### src/hdl/mwal_pkg.sv
// Package for the max-weight assignment label core.
// Holds default sizes, result kind codes, sequencer states and the ALU flag struct.
// No dependencies.
package mwal_pkg;

    localparam int MAX_SIZE_DEF    = 16;
    localparam int WEIGHT_BITS_DEF = 16;
    localparam int VALUE_W         = 22;
    localparam int CFG_W           = 5;
    localparam logic [CFG_W-1:0] CFG_RESET = 5'd16;
    localparam longint VALUE_MAX = 64'sd2097151;
    localparam longint VALUE_MIN = -64'sd2097152;

    typedef enum logic [1:0] {
        KIND_ROW   = 2'd0,
        KIND_COL   = 2'd1,
        KIND_TOTAL = 2'd2
    } t_kind;

    typedef enum logic [3:0] {
        S_IDLE,
        S_MAX_RD,
        S_MAX_EV,
        S_ROW_INIT,
        S_RND_INIT,
        S_DFS_RD,
        S_DFS_EV,
        S_UNWIND,
        S_MIN,
        S_UPD,
        S_ROW_NEXT,
        S_EMIT,
        S_CLEAR
    } t_state;

    typedef struct packed {
        logic zero;
        logic neg;
    } t_alu_flags;

endpackage

### src/hdl/mwal_alu.sv
// Shared add-subtract-compare unit of the assignment core: res = a + b - c.
// Depends on mwal_pkg.
module mwal_alu #(
    parameter int W = 24
) (
    input  logic signed [W-1:0]  i_a,
    input  logic signed [W-1:0]  i_b,
    input  logic signed [W-1:0]  i_c,
    output logic signed [W-1:0]  o_res,
    output mwal_pkg::t_alu_flags o_flags
);
    import mwal_pkg::*;

    assign o_res        = i_a + i_b - i_c;
    assign o_flags.zero = (o_res == '0);
    assign o_flags.neg  = o_res[W-1];

endmodule

### config.mk
export PLATFORM = sky130hd
export DESIGN_NAME = mwal_alu
export DESIGN_NICKNAME = d
export VERILOG_FILES = /design/src/hdl/mwal_pkg.sv /design/src/hdl/mwal_alu.sv
export SDC_FILE = /design/constraint.sdc
export NUM_CORES = 1
export LEC_CHECK = 0
export BUFFER_PORTS_ARGS = -buffer_cell sky130_fd_sc_hd__buf_4
export CAP_MARGIN = 25
export CORE_MARGIN = 2
export CORE_UTILIZATION = 43
export DETAILED_ROUTE_END_ITERATION = 6
export PLACE_DENSITY_LB_ADDON = 0.1
export SYNTH_ARGS = -nofsm -noshare
export SYNTH_HDL_FRONTEND = slang
export SYNTH_SLANG_ARGS = --single-unit
### constraint.sdc
create_clock -name vclk -period 5.7
set_input_delay 1.14 -clock vclk [all_inputs]
set_output_delay 1.14 -clock vclk [all_outputs]
set_load 0.01 [all_outputs]
-- Word level (Yosys, flattened, before mapping)
Index checks and enable logic that the tools add are counted.
- flip-flop bits (word level): 0
- input bits: 72
- output and inout port bits: 26
- logic and storage cells: 3
- add/sub/neg operators: 2
- reductions and logical operators: 1
- operator list (operator ; count):
    24-bit adder ; 1
    24-bit logical NOT ; 1
    24-bit subtractor ; 1

-- Depth between registers and ports, before layout
Gate-level depths: netlist of run 1.
- depth after elaboration: 3
- gate-level depth with buffers: 14
- mapped depth without buffers: 14

-- Worst setup path before layout of run 1
OpenSTA, ideal clock, no wires.
- path type: input to output
- from: input i_a[7]
- to: output o_flags[1] (netlist name)
- arrival: 4.652 ns
- data required time: 4.560 ns
- path slack: -0.092 ns
- cell stages on the path: 13
- buffers on the path: 1
- cell sequence: inv_1 > fa_1 > inv_1 > ha_1 > buf_6 > a21oi_4 > nand2_2 > or4_4 > a2111oi_4 > o2111ai_1 > or4_1 > or4b_1 > nor4_2
- RTL lines (element ; RTL line ; RTL):
    from (decl) ; mwal_alu.sv:6 ; input logic signed [W-1:0] i_a,
    to (decl) ; mwal_alu.sv:10 ; output mwal_pkg::t_alu_flags o_flags

==> results_dict.tcl, run 1 <==
set metrics [dict create \
    vias_per_cell 4.98 \
    fin_ws_ps -156 \
    cap_viol_max_count 0 \
    first_global_vias 2735 \
    antenna_cells 0 \
    fin_area_um2 3710 \
    drt_first_iter_violations 79 \
    finalNetCount 594 \
    synth_cells 333 \
    grt-ovfl-total 0 \
    tightest_slew_ps 412 \
    cp.required_ps 4560 \
    slowest_stage "fa_1" \
    finalCriticalPeriod_ps 5860 \
    endpoint_kind "output port" \
    path_max_fanout 3 \
    gp_congestion 0.919 \
    grt_pass1_wl_mm 11.6 \
    n_fill_cell 438 \
    n_sequential_cell 0 \
    ant_nets 0 \
    antenna_found_initial 0 \
    switching_share_pct 49.4 \
    p_clk_share_pct 0 \
    nClkBuffers 0 \
    synth_seq_area_share_pct 0 \
    ios 98 \
    rsz0062_at_grt "yes" \
    violations "negative setup slack" \
    synth_largest_area_cell "fa_1" \
    status "finished with violations" \
    dp_cells 539 \
    arrival_ps 4720 \
    rows 26 \
    internal-power_uw 435 \
    finalHoldViolCount 0 \
    max-vdd-ir-drop_mv 0.145 \
    relSlewSlack_pct 72.3 \
    coreArea_um2 5170 \
    ys_types 57 \
    crit_type "in2out" \
    period_share_pct 103 \
    path_cells "buf_4 > inv_1 > fa_1 > inv_1 > ha_4 > nand2b_4 > a211oi_2 > or4_4 > a2111oi_4 > o2111ai_1 > or4_1 > or4b_4 > nor4_4 > buf_4" \
    power_frac_comb_pct 100.0 \
    fmax_mhz 171 \
    whs_path_depth 3 \
    drive_gt1_share_pct 40.6 \
    drc 0 \
    slowest_delay_ps 560 \
    via_count 2703 \
    post-route-util_pct 71.7 \
    min_from "i_a[0]" \
    pwr-share-seq_pct 0 \
    io_buffers 98 \
    powerDensity_nw_per_um2 232 \
    hpwl_mm 5.56 \
    leakagePower_nw 1.99 \
    multi_input_area_um2 2140 \
    holdCritPathClass "in2out" \
    synth_area_um2 2340 \
    syn_area_per_cell_um2 7.02 \
    min_delay_worst_endpoint "o_res[0]" \
    drv_slew 0 \
    routed_wirelength_mm 6.59 \
    dieWidth_um 77.7 \
    seqCellArea_um2 0 \
    grtUsageTotal_pct 22.4 \
    area_delta_synth_final_pct 58.7 \
    synth_top_area_share_pct 19.7 \
    wl_per_cell_um 12.1 \
    synth_fp_nets 452 \
    crit_path_start_kind "input port" \
    cts_hold_buf 0 \
    setup_viol 1 \
    die_h_um 77.7 \
    instances_no_fill 543 \
    placed_cell_area_um2 3470 \
    dieArea_um2 6040 \
    grt_max_degree 9 \
    netSwitchingPower_uw 425 \
    synth_area_leaders "fa_1 20%, inv_1 16%, ha_1 13%, a21oi_1 4.3%, nand2_1 3.4%" \
    drt_pass1_iterations 4 \
    ys.warnings.count 0 \
    place_ws_ps -325 \
    start_util_pct 45.2 \
]
-- timing repair --
action                                  CTS  global route
pin swaps                                25             1
endpoints found under the setup margin    1             1
buffers inserted                          4             0
gates resized for setup                  36             3
-- through the flow --
stage	TNS (ps)	hold slack, ps	power (mW)
3_5_place_dp	-325	2620	0.784
2_1_floorplan	0	2440	0.437
3_3_place_gp	-268	2620	0.768
5_1_grt	-278	2620	0.943
4_1_cts	-98.9	2610	0.850
6_report	-156	2610	0.860
-- synth_stat cells, types with 3 or more instances --
cell type / number
a211oi_1: 3
a21o_1: 4
a21oi_1: 20
a311oi_1: 4
a31oi_1: 4
and3_1: 4
fa_1: 23
ha_1: 24
inv_1: 102
nand2_1: 21
nand2b_1: 4
nand3_1: 10
nor2_1: 17
nor2b_1: 4
nor3_1: 5
o2111ai_1: 3
o21ai_0: 8
o311a_1: 3
o31ai_1: 5
or2_2: 4
xnor2_1: 8
xor2_1: 7
-- cells by family after synthesis --
logic type                 share of synthesized area [%]
buffers and inverters                               17.8
and+or+nand+nor                                     21.7
AOI/OAI and AO/OA                                   21.9
adders and majority gates                           32.5
xor gates and xnor gates                            5.62
muxes                                              0.428
-- area by class of cell --
class	instances	share of cell area, %
Inverter	102	10.3
Tap cell	70	2.36
Timing Repair Buffer	145	29.5
Multi-Input combinational cell	226	57.8
-- power by group through the flow --
stage / clock network [mW] / registers, mW / logic (mW)
3_5_place_dp: 0 / 0 / 0.784
2_1_floorplan: 0 / 0 / 0.437
3_3_place_gp: 0 / 0 / 0.768
6_report: 0 / 0 / 0.860
5_1_grt: 0 / 0 / 0.943
4_1_cts: 0 / 0 / 0.850
-- per-layer routing --
layer  routed length (um)  GRT usage, %  vias up
li1                     -             -     1383
met1                 2970          30.1     1232
met2                 3200          40.0       76
met3                  308          1.05       12
met4                  106          3.75        0
met5                    0             0        -
-- critical path: cells and delay by family --
kind	cells	cell delay (ps)
simple gates	5	1850
fa+ha+maj	2	820
compound gates	3	550
buf+inv	4	360
-- worst max path at each step --
stage / start / to / slack, ps / cells past startpoint
CTS: i_c[7] / o_flags[1] / -100 / 13
global placement: i_a[7] / o_flags[1] / -270 / 14
global route: i_a[2] / o_flags[1] / -280 / 14
detailed placement: i_a[7] / o_flags[1] / -320 / 14
floorplan: i_a[4] / o_flags[1] / 10 / 12
finish: i_a[2] / o_flags[1] / -160 / 14
-- placed cells by master, fill, tap and decap left out, drive strengths merged, types with 5 or more instances in the layout --
cell / n
inv: 102
and3: 5
buf: 145
nand3: 10
a21oi: 21
xnor2: 8
nor3: 5
o31ai: 5
nor2: 17
o21ai: 8
ha: 24
xor2: 7
fa: 23
nand2: 22
Note: power is estimated with default switching activity, not from simulation.
==> inputs of run 2 (changes only) <==
--- a/config.mk
+++ b/config.mk
@@ -7,6 +7,7 @@
 export LEC_CHECK = 0
 export BUFFER_PORTS_ARGS = -buffer_cell sky130_fd_sc_hd__buf_4
 export CAP_MARGIN = 25
+export CORE_ASPECT_RATIO = 0.6
 export CORE_MARGIN = 2
 export CORE_UTILIZATION = 43
 export DETAILED_ROUTE_END_ITERATION = 6
==> results_dict.tcl, run 2 (synthesis results as in run 1) <==
set metrics [dict create \
    status "finished with violations" \
    violations "negative setup slack" \
    n_sequential_cell 0 \
    io_buffers 98 \
    slowest_stage "or4b_4" \
    cp.depth 15 \
    drc 0 \
    fin_ws_ps -111 \
    fin_area_um2 3810 \
    path_common_cell "buf_4" \
    power_frac_comb_pct 100.0 \
    drive_gt1_share_pct 42.2 \
    cp.required_ps 4560 \
    leakagePower_nw 2.04 \
    powerDensity_nw_per_um2 241 \
    arrival_ps 4670 \
    nClkBuffers 0 \
    vias_per_cell 5.09 \
    die_h_um 61.1 \
    grtUsageTotal_pct 22.7 \
    cp-startpoint "i_a[9]" \
    whs_path_depth 3 \
    dieWidth_um 99.2 \
    ant_nets 0 \
    rows 20 \
    tightest_slew_ps 416 \
    switching_share_pct 49.0 \
    dieArea_um2 6060 \
    wl_per_cell_um 12.9 \
    cts_hold_buf 0 \
    post-route-util_pct 74.0 \
    relSlewSlack_pct 72.0 \
    n_fill_cell 396 \
    drt_first_iter_violations 161 \
    first_global_vias 2531 \
    via_count 2776 \
    multi_input_area_um2 2200 \
    min_from "i_a[0]" \
    area_delta_synth_final_pct 63.1 \
    start_util_pct 45.4 \
    finalNetCount 600 \
    crit_path_start_kind "input port" \
    drv_slew 0 \
    ios 98 \
    rsz0062_at_grt "yes" \
    netSwitchingPower_uw 450 \
    max-vdd-ir-drop_mv 0.119 \
    p_total_uw 918 \
    setup_viol 1 \
    drt_pass1_iterations 5 \
    coreArea_um2 5150 \
    final_common_cell "buf_4" \
    seqCellArea_um2 0 \
    antenna_cells 0 \
    antenna_found_initial 0 \
    endpoint_kind "output port" \
    pwr-share-seq_pct 0 \
    finalCriticalPeriod_ps 5810 \
    path_max_fanout 4 \
    grt_max_degree 10 \
    mostFrequentLayoutCells "147 x buf_4, 97 x inv_1, 21 x fa_1, 20 x nand2_1, 16 x a21oi_1" \
    hpwl_mm 5.76 \
    gp_congestion 0.928 \
    crit_type "in2out" \
    path_buf_inv 5 \
    slowest_delay_ps 550 \
    crit_family "simple AND/OR/NAND/NOR gates" \
    period_share_pct 102 \
    grt_pass1_wl_mm 11.4 \
    place_ws_ps -328 \
    grt-ovfl-total 0 \
    p_clk_share_pct 0 \
    path_cells "buf_4 > inv_1 > fa_1 > inv_1 > ha_1 > buf_4 > nand4_1 > a21oi_2 > a21oi_4 > xnor2_2 > nand4b_1 > or4_1 > or4b_4 > nor4_4 > buf_4" \
    routed_wirelength_mm 7.01 \
    finalHoldViolCount 0 \
    internal-power_uw 468 \
    holdCritPathClass "in2out" \
    placed_cell_area_um2 3520 \
    fmax_mhz 172 \
    cap_viol_max_count 0 \
]
run 2: changes by cell type in the layout (fill, tap and decap cells not counted), sizes merged:
| cell | previous run | this run |
|---|---|---|
| buf | 145 | 151 |
run 2: layout make-up:
class | instances | share of cell area (%)
multi-input combinational | 226 | 57.7
tap | 66 | 2.17
timing repair buffer | 151 | 30.1
inverter | 102 | 10.0
run 2: repair_timing:
item | CTS | global route
pin swaps | 33 | 1
setup buffers | 4 | 0
endpoints found under the setup margin | 1 | 1
gates resized for setup | 51 | 1
hold endpoints to repair | 0 | 0
run 2: worst min-delay path, delay by kind of cell:
family	cells	cell delay [ps]
buf+inv	2	190
fa+ha+maj	1	150
run 2: final timing paths:
kind	endpoint	slack [ps]
hold / removal	o_res[0]	2620
setup / recovery	o_flags[1]	-110
run 2: through the flow:
stage          TNS, ps  hold WS (ps)  std cells
3_5_place_dp      -328          2610        543
2_1_floorplan        0          2440        333
5_1_grt           -223          2640        545
6_report          -111          2620        545
3_3_place_gp      -253          2610        543
4_1_cts          -46.6          2630        545
run 2: power groups by stage:
stage | clock network (mW) | logic [mW] | registers, mW
finish | 0 | 0.918 | 0
global route | 0 | 0.994 | 0
CTS | 0 | 0.902 | 0
detailed placement | 0 | 0.810 | 0
global placement | 0 | 0.798 | 0
floorplan | 0 | 0.437 | 0
run 2: per-layer routing:
layer,share of wire [%],track usage [%]
met1,47,33.6
met2,44,37.9
met3,8.7,2.27
met4,0.34,1.96
met5,0,0
